<file path="config.mk">
export PLATFORM = sky130hd
export DESIGN_NAME = read_region_coalescer_top
export DESIGN_NICKNAME = d
export VERILOG_FILES = /design/src/rtl/rrc_pkg.sv /design/src/rtl/read_region_coalescer_top.sv
export VERILOG_INCLUDE_DIRS = /design/src /design/src/rtl
export SDC_FILE = /design/constraint.sdc
export NUM_CORES = 2
export LEC_CHECK = 0
export ABC_AREA = 1
export BUFFER_PORTS_ARGS = -buffer_cell sky130_fd_sc_hd__buf_2
export CAP_MARGIN = 20
export CORE_ASPECT_RATIO = 0.9
export CORE_UTILIZATION = 57
export CTS_CLUSTER_SIZE = 30
export DETAILED_ROUTE_END_ITERATION = 10
export PLACE_DENSITY = 0.75
export SYNTH_ARGS = -nofsm -noshare
export SYNTH_HDL_FRONTEND = slang
export SYNTH_SLANG_ARGS = --single-unit
</file>
<file path="constraint.sdc">
create_clock -name clk -period 15.2 [get_ports clk]
set_input_delay 1.52 -clock clk [delete_from_list [all_inputs] [get_ports clk]]
set_output_delay 1.52 -clock clk [all_outputs]
set_load 0.03 [all_outputs]
</file>
<file path="src/rtl/read_region_coalescer_top_macros.svh">
// Assertion macros for the read region coalescer
`ifndef READ_REGION_COALESCER_TOP_MACROS_SVH
`define READ_REGION_COALESCER_TOP_MACROS_SVH

// same-cycle implication
`define RRC_ASSERT_NOW(label, clk, rst_n, ante, cons) \
  label: assert property (@(posedge clk) disable iff (!rst_n) (ante) |-> (cons)) \
    else $error("rrc assertion failed");

// next-cycle implication
`define RRC_ASSERT_NEXT(label, clk, rst_n, ante, cons) \
  label: assert property (@(posedge clk) disable iff (!rst_n) (ante) |=> (cons)) \
    else $error("rrc assertion failed");

`endif

</file>
<file path="src/rtl/rrc_pkg.sv">
// Types and constants of the read region coalescer
package rrc_pkg;

  localparam int OFFSET_BITS = 48;
  localparam int LENGTH_BITS = 32;
  localparam int QUANT_BITS = 32;
  localparam int CFG_DATA_BITS = 48;
  localparam int CFG_INDEX_BITS = 2;

  localparam int END_BITS = ((OFFSET_BITS > LENGTH_BITS) ? OFFSET_BITS : LENGTH_BITS) + 1;
  localparam int DIFF_BITS = END_BITS + 1;
  localparam int SPAN_BITS = END_BITS;
  localparam int LOAD_BITS = SPAN_BITS + 1;
  localparam int ACC_BITS = LOAD_BITS + 1;
  localparam int CMP_BITS = (END_BITS > CFG_DATA_BITS) ? END_BITS : CFG_DATA_BITS;
  localparam int CNT_BITS = $clog2(SPAN_BITS);

  typedef enum logic [CFG_INDEX_BITS-1:0] {
    REG_MAX_GAP         = 2'd0,
    REG_MAX_GROUP_BYTES = 2'd1,
    REG_LOAD_QUANTUM    = 2'd2
  } cfg_reg_t;

  typedef enum logic [3:0] {
    S_IDLE,
    S_END,
    S_GAP,
    S_GROW,
    S_JOIN,
    S_SPAN,
    S_DIV,
    S_ADDB,
    S_ADDL,
    S_LAST,
    S_EMIT
  } state_t;

  typedef struct packed {
    logic [OFFSET_BITS-1:0] region_offset;
    logic [LENGTH_BITS-1:0] region_length;
    logic                   last_region;
  } in_word_t;

  typedef struct packed {
    logic [OFFSET_BITS-1:0] total_bytes;
    logic [OFFSET_BITS-1:0] total_loads;
    logic                   overflowed;
  } out_word_t;

endpackage

</file>
<file path="src/rtl/read_region_coalescer_top.sv">
// Read region coalescer: merges byte regions into read groups, sums bytes and loads
//
// channel | direction | handshake          | word
// in_     | input     | in_valid/in_ready  | region_offset, region_length, last_region
// out_    | output    | out_valid/out_ready| total_bytes, total_loads, overflowed
// cfg_    | input     | cfg_we             | cfg_index, cfg_data
//
// An empty item or one that opens a group passes S_END and S_LAST; one that joins also
// passes S_GAP, S_GROW unless it overlaps, and S_JOIN. Closing a group takes the span,
// SPAN_BITS (49) steps of the shared divider and two saturating adds, also when an item
// splits the group. A last item also closes its open group, then waits in S_EMIT while
// a stalled out_ready holds the previous result; in_ready only in idle.
// Reset is synchronous: sequencer, group state and sums clear, config to defaults.
`include "read_region_coalescer_top_macros.svh"

module read_region_coalescer_top (
  input  logic                                  clk,
  input  logic                                  rst_n,
  input  logic                                  in_valid,
  output logic                                  in_ready,
  input  rrc_pkg::in_word_t                     in_word,
  output logic                                  out_valid,
  input  logic                                  out_ready,
  output rrc_pkg::out_word_t                    out_word,
  input  logic                                  cfg_we,
  input  logic [rrc_pkg::CFG_INDEX_BITS-1:0]    cfg_index,
  input  logic [rrc_pkg::CFG_DATA_BITS-1:0]     cfg_data
);

  // config
  logic [rrc_pkg::CFG_DATA_BITS-1:0] max_gap_r;
  logic [rrc_pkg::CFG_DATA_BITS-1:0] max_group_r;
  logic [rrc_pkg::QUANT_BITS-1:0]    quantum_r;

  // sequencer and group state
  rrc_pkg::state_t                   state_r, state_nxt;
  rrc_pkg::in_word_t                 item_r, item_nxt;
  logic [rrc_pkg::END_BITS-1:0]      item_end_r, item_end_nxt;
  logic [rrc_pkg::OFFSET_BITS-1:0]   group_start_r, group_start_nxt;
  logic [rrc_pkg::END_BITS-1:0]      group_end_r, group_end_nxt;
  logic                              group_open_r, group_open_nxt;
  logic                              pend_open_r, pend_open_nxt;
  logic [rrc_pkg::OFFSET_BITS-1:0]   bytes_sum_r, bytes_sum_nxt;
  logic [rrc_pkg::OFFSET_BITS-1:0]   loads_sum_r, loads_sum_nxt;
  logic                              overflow_r, overflow_nxt;

  // divider
  logic [rrc_pkg::SPAN_BITS-1:0]     span_r, span_nxt;
  logic [rrc_pkg::SPAN_BITS-1:0]     quo_r, quo_nxt;
  logic [rrc_pkg::QUANT_BITS-1:0]    rem_r, rem_nxt;
  logic [rrc_pkg::CNT_BITS-1:0]      cnt_r, cnt_nxt;

  // output
  logic                              out_valid_r, out_valid_nxt;
  rrc_pkg::out_word_t                out_word_r, out_word_nxt;

  // shared arithmetic
  logic [rrc_pkg::QUANT_BITS-1:0]    q_eff;
  logic [rrc_pkg::CFG_DATA_BITS-1:0] limit_eff;
  logic [rrc_pkg::END_BITS-1:0]      end_sum;
  logic [rrc_pkg::DIFF_BITS-1:0]     gap_diff;
  logic                              overlaps;
  logic                              gap_ok;
  logic [rrc_pkg::END_BITS-1:0]      grown;
  logic                              grown_ok;
  logic [rrc_pkg::QUANT_BITS:0]      div_shift;
  logic [rrc_pkg::QUANT_BITS+1:0]    div_trial;
  logic                              div_fits;
  logic [rrc_pkg::ACC_BITS-1:0]      add_acc, add_val, add_sum;
  logic                              add_cin;
  logic                              add_over;
  logic [rrc_pkg::OFFSET_BITS-1:0]   add_res;
  logic                              rem_below_q;
  logic                              group_ordered;
  logic                              div_more;
  logic                              emit_fire;

  assign q_eff     = (quantum_r == '0) ? rrc_pkg::QUANT_BITS'(1) : quantum_r;
  assign limit_eff = (max_group_r == '0) ? rrc_pkg::CFG_DATA_BITS'(1) : max_group_r;

  assign end_sum  = rrc_pkg::END_BITS'(item_r.region_offset)
                  + rrc_pkg::END_BITS'(item_r.region_length);
  assign gap_diff = rrc_pkg::DIFF_BITS'(item_r.region_offset)
                  - rrc_pkg::DIFF_BITS'(group_end_r);
  assign overlaps = gap_diff[rrc_pkg::DIFF_BITS-1];
  assign gap_ok   = (rrc_pkg::CMP_BITS)'(gap_diff[rrc_pkg::END_BITS-1:0])
                  <= (rrc_pkg::CMP_BITS)'(max_gap_r);
  assign grown    = item_end_r - rrc_pkg::END_BITS'(group_start_r);
  assign grown_ok = (rrc_pkg::CMP_BITS)'(grown) <= (rrc_pkg::CMP_BITS)'(limit_eff);

  assign div_shift = {rem_r, quo_r[rrc_pkg::SPAN_BITS-1]};
  assign div_trial = {1'b0, div_shift} - {2'b00, q_eff};
  assign div_fits  = !div_trial[rrc_pkg::QUANT_BITS+1];

  // one saturating adder shared by both sums
  always_comb begin
    if (state_r == rrc_pkg::S_ADDL) begin
      add_acc = rrc_pkg::ACC_BITS'(loads_sum_r);
      add_val = rrc_pkg::ACC_BITS'(quo_r);
      add_cin = (rem_r != '0);
    end else begin
      add_acc = rrc_pkg::ACC_BITS'(bytes_sum_r);
      add_val = rrc_pkg::ACC_BITS'(span_r);
      add_cin = 1'b0;
    end
  end
  assign add_sum  = add_acc + add_val + rrc_pkg::ACC_BITS'(add_cin);
  assign add_over = |add_sum[rrc_pkg::ACC_BITS-1:rrc_pkg::OFFSET_BITS];
  assign add_res  = add_over ? '1 : add_sum[rrc_pkg::OFFSET_BITS-1:0];

  assign emit_fire = (state_r == rrc_pkg::S_EMIT) && (!out_valid_r || out_ready);

  always_ff @(posedge clk) begin
    if (!rst_n) begin
      max_gap_r   <= '0;
      max_group_r <= rrc_pkg::CFG_DATA_BITS'(1);
      quantum_r   <= rrc_pkg::QUANT_BITS'(1);
    end else if (cfg_we) begin
      case (cfg_index)
        rrc_pkg::REG_MAX_GAP:         max_gap_r   <= cfg_data;
        rrc_pkg::REG_MAX_GROUP_BYTES: max_group_r <= cfg_data;
        rrc_pkg::REG_LOAD_QUANTUM:    quantum_r   <= cfg_data[rrc_pkg::QUANT_BITS-1:0];
        default: ;
      endcase
    end
  end

  always_ff @(posedge clk) begin
    if (!rst_n) begin
      state_r       <= rrc_pkg::S_IDLE;
      group_start_r <= '0;
      group_end_r   <= '0;
      group_open_r  <= 1'b0;
      pend_open_r   <= 1'b0;
      bytes_sum_r   <= '0;
      loads_sum_r   <= '0;
      overflow_r    <= 1'b0;
      out_valid_r   <= 1'b0;
    end else begin
      state_r       <= state_nxt;
      group_start_r <= group_start_nxt;
      group_end_r   <= group_end_nxt;
      group_open_r  <= group_open_nxt;
      pend_open_r   <= pend_open_nxt;
      bytes_sum_r   <= bytes_sum_nxt;
      loads_sum_r   <= loads_sum_nxt;
      overflow_r    <= overflow_nxt;
      out_valid_r   <= out_valid_nxt;
    end
  end

  always_ff @(posedge clk) begin
    item_r     <= item_nxt;
    item_end_r <= item_end_nxt;
    span_r     <= span_nxt;
    quo_r      <= quo_nxt;
    rem_r      <= rem_nxt;
    cnt_r      <= cnt_nxt;
    out_word_r <= out_word_nxt;
  end

  always_comb begin
    state_nxt       = state_r;
    item_nxt        = item_r;
    item_end_nxt    = item_end_r;
    group_start_nxt = group_start_r;
    group_end_nxt   = group_end_r;
    group_open_nxt  = group_open_r;
    pend_open_nxt   = pend_open_r;
    bytes_sum_nxt   = bytes_sum_r;
    loads_sum_nxt   = loads_sum_r;
    overflow_nxt    = overflow_r;
    span_nxt        = span_r;
    quo_nxt         = quo_r;
    rem_nxt         = rem_r;
    cnt_nxt         = cnt_r;
    out_valid_nxt   = out_valid_r && !out_ready;
    out_word_nxt    = out_word_r;
    in_ready        = 1'b0;

    case (state_r)
      rrc_pkg::S_IDLE: begin
        in_ready = 1'b1;
        if (in_valid) begin
          item_nxt  = in_word;
          state_nxt = rrc_pkg::S_END;
        end
      end
      rrc_pkg::S_END: begin
        item_end_nxt = end_sum;
        if (item_r.region_length == '0) begin
          state_nxt = rrc_pkg::S_LAST;
        end else if (!group_open_r) begin
          group_start_nxt = item_r.region_offset;
          group_end_nxt   = end_sum;
          group_open_nxt  = 1'b1;
          state_nxt       = rrc_pkg::S_LAST;
        end else begin
          state_nxt = rrc_pkg::S_GAP;
        end
      end
      rrc_pkg::S_GAP: begin
        if (overlaps) begin
          state_nxt = rrc_pkg::S_JOIN;
        end else if (gap_ok) begin
          state_nxt = rrc_pkg::S_GROW;
        end else begin
          pend_open_nxt = 1'b1;
          state_nxt     = rrc_pkg::S_SPAN;
        end
      end
      rrc_pkg::S_GROW: begin
        if (grown_ok) begin
          state_nxt = rrc_pkg::S_JOIN;
        end else begin
          pend_open_nxt = 1'b1;
          state_nxt     = rrc_pkg::S_SPAN;
        end
      end
      rrc_pkg::S_JOIN: begin
        if (item_end_r > group_end_r) begin
          group_end_nxt = item_end_r;
        end
        state_nxt = rrc_pkg::S_LAST;
      end
      rrc_pkg::S_SPAN: begin
        span_nxt  = group_end_r - rrc_pkg::END_BITS'(group_start_r);
        quo_nxt   = group_end_r - rrc_pkg::END_BITS'(group_start_r);
        rem_nxt   = '0;
        cnt_nxt   = rrc_pkg::CNT_BITS'(rrc_pkg::SPAN_BITS - 1);
        state_nxt = rrc_pkg::S_DIV;
      end
      rrc_pkg::S_DIV: begin
        rem_nxt = div_fits ? div_trial[rrc_pkg::QUANT_BITS-1:0]
                           : div_shift[rrc_pkg::QUANT_BITS-1:0];
        quo_nxt = {quo_r[rrc_pkg::SPAN_BITS-2:0], div_fits};
        cnt_nxt = cnt_r - rrc_pkg::CNT_BITS'(1);
        if (cnt_r == '0) begin
          state_nxt = rrc_pkg::S_ADDB;
        end
      end
      rrc_pkg::S_ADDB: begin
        bytes_sum_nxt = add_res;
        overflow_nxt  = overflow_r || add_over;
        state_nxt     = rrc_pkg::S_ADDL;
      end
      rrc_pkg::S_ADDL: begin
        loads_sum_nxt  = add_res;
        overflow_nxt   = overflow_r || add_over;
        group_open_nxt = 1'b0;
        if (pend_open_r) begin
          group_start_nxt = item_r.region_offset;
          group_end_nxt   = item_end_r;
          group_open_nxt  = 1'b1;
          pend_open_nxt   = 1'b0;
        end
        state_nxt = rrc_pkg::S_LAST;
      end
      rrc_pkg::S_LAST: begin
        if (!item_r.last_region) begin
          state_nxt = rrc_pkg::S_IDLE;
        end else if (group_open_r) begin
          state_nxt = rrc_pkg::S_SPAN;
        end else begin
          state_nxt = rrc_pkg::S_EMIT;
        end
      end
      rrc_pkg::S_EMIT: begin
        if (emit_fire) begin
          out_word_nxt.total_bytes = bytes_sum_r;
          out_word_nxt.total_loads = loads_sum_r;
          out_word_nxt.overflowed  = overflow_r;
          out_valid_nxt            = 1'b1;
          group_start_nxt          = '0;
          group_end_nxt            = '0;
          group_open_nxt           = 1'b0;
          bytes_sum_nxt            = '0;
          loads_sum_nxt            = '0;
          overflow_nxt             = 1'b0;
          state_nxt                = rrc_pkg::S_IDLE;
        end
      end
      default: begin
        state_nxt = rrc_pkg::S_IDLE;
      end
    endcase
  end

  assign out_valid = out_valid_r;
  assign out_word  = out_word_r;

  assign rem_below_q   = rem_r < q_eff;
  assign group_ordered = group_end_r > rrc_pkg::END_BITS'(group_start_r);
  assign div_more      = (state_r == rrc_pkg::S_DIV) && (cnt_r != '0);

  `RRC_ASSERT_NEXT(a_busy_after_accept, clk, rst_n, in_valid && in_ready, !in_ready)
  `RRC_ASSERT_NOW(a_rem_below_q, clk, rst_n, state_r == rrc_pkg::S_DIV, rem_below_q)
  `RRC_ASSERT_NOW(a_group_ordered, clk, rst_n, group_open_r, group_ordered)
  `RRC_ASSERT_NEXT(a_div_runs, clk, rst_n, div_more, state_r == rrc_pkg::S_DIV)
  `RRC_ASSERT_NEXT(a_emit_clears, clk, rst_n, emit_fire, out_valid && !group_open_r && !overflow_r)

endmodule

</file>
==> flow_summary_export.csv <==
group,metric,value,unit
power,p_sw_share,51.1,%
cts,htree_num_levels,3,
timing,fmax,191,MHz
logic_synthesis,synth-edff-count,363,
route,dr.pass1.iters,8,
critical_path,startpoint,"state_r[3]$_SDFFE_PN0P_",
power,power_density,250,nW/um2
power,clkPwrFrac,15.1,%
cts,insertion_delay,0.65,ns
cts,cts_tree,"built",
route,viasPerCell,6.02,
floorplanning,die_h,270,um
logic_synthesis,syn_area,45400,um2
critical_path,cp.required,15.66,ns
route,wl_per_cell,22.4,um
logic_synthesis,synthArstFlopShare,0,%
timing,setup_viol,0,
floorplanning,fp.dieW,299,um
critical_path,cp_max_fo,82,
critical_path,crit_arrival,5.69,ns
critical_path,critPathSlowestCell,"clkinv_2",
power,p_seq_share,23.4,%
layout,final_nets,6551,
cts,cts_setup_buffers,0,
logic_synthesis,ys_seq_area_share,38.5,%
route,met2WireLength,69300,um
timing,slew_viol_final,0,
logic_synthesis,syn-num-nets,6386,
critical_path,crit_chain,"inv_1 > nor2_4 > nand2_4 > clkinv_2 > buf_4 > nand2_1 > nand2_1 > ha_1 > nand2_1 > nor2_1 > inv_1 > nor2_1 > and3_1 > nand2_1 > nand3_2 > a21oi_2 > o21ai_0 > nand2_1 > nand2_2 > buf_4 > nand2_1 > o21ai_0 > a21oi_1",
route,vias,42800,
route,postRouteAntennaNets,0,
timing,tightest_slew,1.17,ns
logic_synthesis,syn_area_per_cell,7.77,um2
power,p_int,6.12,mW
power,switching_power,6.39,mW
hold_path,hp-class,"register to register",
cts,cts_buffers,73,
logic_synthesis,synthCells,5841,
critical_path,crit_type,"register to register",
critical_path,r2r_start,"state_r[3]$_SDFFE_PN0P_",
critical_path,crit_cells,23,
grt,overflow,0,
route,top_layer,"met5",
cts,ctsHoldBuffers,0,
route,drtIter0Drc,4816,
timing,rsz0062_at_grt,"false",
layout,areaGrowthSynthToFinish,10.1,%
critical_path,cp-endpoint,"bytes_sum_r[1]$_SDFFE_PN0P_",
outcome,status,"finished clean",
timing,period_share,34.4,%
placement,place_inst,6968,
route,routed_wl,159000,um
critical_path,worstReg2RegEnd,"bytes_sum_r[1]$_SDFFE_PN0P_",
floorplanning,io_pins,235,
cts,clk_pin_slew,0.06,ns
critical_path,critPathCaptureType,"register",
floorplanning,die_area,80800,um2
route,wl_met3,15400,um
run,cap_violations,0,
placement,dp_hpwl,125000,um
power,power_frac_comb,61.5,%
timing,slew_headroom,21.4,%
layout,instances_no_fill,7108,
layout,drive_gt1_share,7.58,%
timing,fin_crit,5.23,ns
floorplanning,rows,97,
grt,antenna_found_initial,7,
timing,fin_setup_tns,0,ns
floorplanning,start_util,58.0,%
critical_path,max_stage_delay,0.52,ns
floorplanning,core,78300,um2
logic_synthesis,yosysUniqueCellTypes,63,
route,route.detailed.drc,0,
placement,portBuffers,234,
critical_path,crit_family,"simple AND/OR/NAND/NOR gates",
grt,grt_max_degree,98,
timing,fin_worst_skew,0.0327,ns
logic_synthesis,synth_flop_cell,"edfxtp_1",
logic_synthesis,ys_ff_latch,692,
cts,cts.sink_count,692,
power,ir_worst_vdd,0.178,mV
critical_path,reg2regPathDepth,23,
cts,clockBufferDepth,3,
grt,grtUsageTotal,38.4,%
grt,grt_pass1_wl,237000,um
timing,hold_violations,0,
critical_path,crit_top_cell,"nand2_1",
cts,cts_root_buf,"clkbuf_16",
placement,gp_congestion,1.12,
critical_path,start_kind,"register",
critical_path,path_buf_inv,5,
route,wl_met1,65900,um
cts,postCtsResizedCells,0,
grt,first_global_vias,39900,
power,power_leakage,20.9,nW
logic_synthesis,ys_warn_count,0,
critical_path,r2r_setup_slack,9.97,ns
==> metrics by stage <==
stage | util [%] | setup slack (ns) | cell area (um2) | hold WS, ns | total power, mW
after floorplan | - | 7.53 | 45400 | 0.409 | 7.93
after global placement | 60.6 | 10.12 | 47400 | 0.440 | 10.2
after detailed placement | 60.6 | 10.08 | 47400 | 0.444 | 10.3
after CTS | 63.8 | 10.06 | 49900 | 0.463 | 12.3
after global routing | 63.9 | 9.54 | 50000 | 0.476 | 13.3
final | 63.9 | 9.97 | 50000 | 0.461 | 12.5
==> worst min-delay path by stage <==
stage	endpoint	cells after the start	slack, ns	start
2_1_floorplan	out_word[0]$_DFFE_PP_	0	0.41	overflow_r$_SDFFE_PN0P_
3_3_place_gp	out_word[8]$_DFFE_PP_	0	0.44	loads_sum_r[7]$_SDFFE_PN0P_
3_5_place_dp	out_word[26]$_DFFE_PP_	0	0.44	loads_sum_r[25]$_SDFFE_PN0P_
4_1_cts	max_gap_r[40]$_SDFFE_PN0P_	2	0.46	max_gap_r[40]$_SDFFE_PN0P_
5_1_grt	out_word[94]$_DFFE_PP_	0	0.48	bytes_sum_r[45]$_SDFFE_PN0P_
6_report	max_gap_r[40]$_SDFFE_PN0P_	2	0.46	max_gap_r[40]$_SDFFE_PN0P_
==> layout make-up <==
cell class / instances / area [um2]
Tap cell: 1039 / 1300
Fill cell: 6947 / 28300
Clock inverter: 43 / 484
Clock buffer: 93 / 2030
Antenna cell: 2 / 5.00
Inverter: 675 / 2540
Multi-Input combinational cell: 4301 / 24700
Sequential cell: 692 / 17500
Timing Repair Buffer: 263 / 1420
==> registers in the layout (all words and copies together) (netlist names), 49 cells and up <==
signal	flops
group_end_r	49
item_end_r	49
item_r	81
out_word	97
quo_r	49
span_r	49
==> worst register-to-register path, delay by kind of cell, from the launching register on <==
family	cells	cell delay (ns)
buffers and inverters	5	1.73
AO/OA/AOI/OAI	4	0.58
AND/OR/NAND/NOR	13	2.05
adder cells (fa/ha/maj)	1	0.37
flip-flops	1	0.31
==> placed cells by master (no fill, tap or decap), drive strengths merged, types with 8 or more instances in the layout <==
master	instances
o21a	34
nand3	227
a211oi	51
o221ai	8
bufinv	8
buf	263
dfxtp	329
xnor2	102
clkinv	22
inv	685
a31oi	83
a21boi	14
nor4	69
o21ai	467
a21o	35
a22o	27
a21oi	750
o21bai	21
nand4	58
or2	15
edfxtp	363
ha	402
xor2	131
nand2	1256
clkbuf	93
and3	14
nor2	410
nor3	54
o211ai	26
==> synth_stat cells (3+ instances only) <==
cell,number,area [um2]
a32o_1,3,30.0
o21a_1,34,255
nor4_1,69,432
inv_2,6,22.5
inv_1,669,2510
or2_2,12,75.1
o22ai_1,3,18.8
o31ai_1,3,22.5
o21bai_1,20,150
a211oi_1,50,375
a21o_1,35,263
buf_6,8,90.1
and2_1,7,43.8
nand4_1,58,363
o221ai_1,8,70.1
o211ai_1,26,195
clkbuf_1,134,503
o21ai_1,19,95.1
a31oi_1,83,519
buf_1,10,37.5
edfxtp_1,363,10900
a21boi_0,9,67.6
fa_1,7,140
a21oi_1,746,3730
buf_2,20,100
a21boi_1,4,30.0
nor2_1,407,1530
xnor2_1,102,893
o21ai_2,6,52.6
dfxtp_1,329,6590
nand2_1,1255,4710
xor2_1,131,1150
nor3_1,53,265
nand3_2,23,230
and3_1,14,87.6
a21oi_2,4,35.0
a22o_1,27,236
ha_1,402,5030
o21ai_0,442,2210
nand3b_1,7,52.6
nand3_1,204,1020
==> logic make-up (layout without fill, tap and decap cells) <==
logic type	Yosys count	count (layout)	share of synthesized area, %
AND/OR/NAND/NOR	2120	2120	19.6
buffers and inverters	848	1074	7.21
AO/OA/AOI/OAI	1537	1537	18.7
multiplexers	2	2	0.0441
other	0	2	0
flip-flops	692	692	38.5
adder cells (fa/ha/maj)	409	409	11.4
XOR/XNOR	233	233	4.50
==> power by group through the flow <==
stage	logic, mW	clock network (mW)	registers [mW]
global route	8.38	1.96	2.93
floorplan	5.18	0	2.75
finish	7.70	1.89	2.92
CTS	7.48	1.90	2.88
detailed placement	7.41	0	2.92
global placement	7.32	0	2.92
==> layer usage <==
| metal | global-route usage (%) | up-vias |
|---|---|---|
| met4 | 19.3 | 2 |
| met3 | 6.66 | 362 |
| met1 | 52.1 | 19800 |
| li1 | - | 20400 |
| met2 | 58.9 | 2231 |
| met5 | 0 | - |
Note: power is estimated with default switching activity, not from simulation.
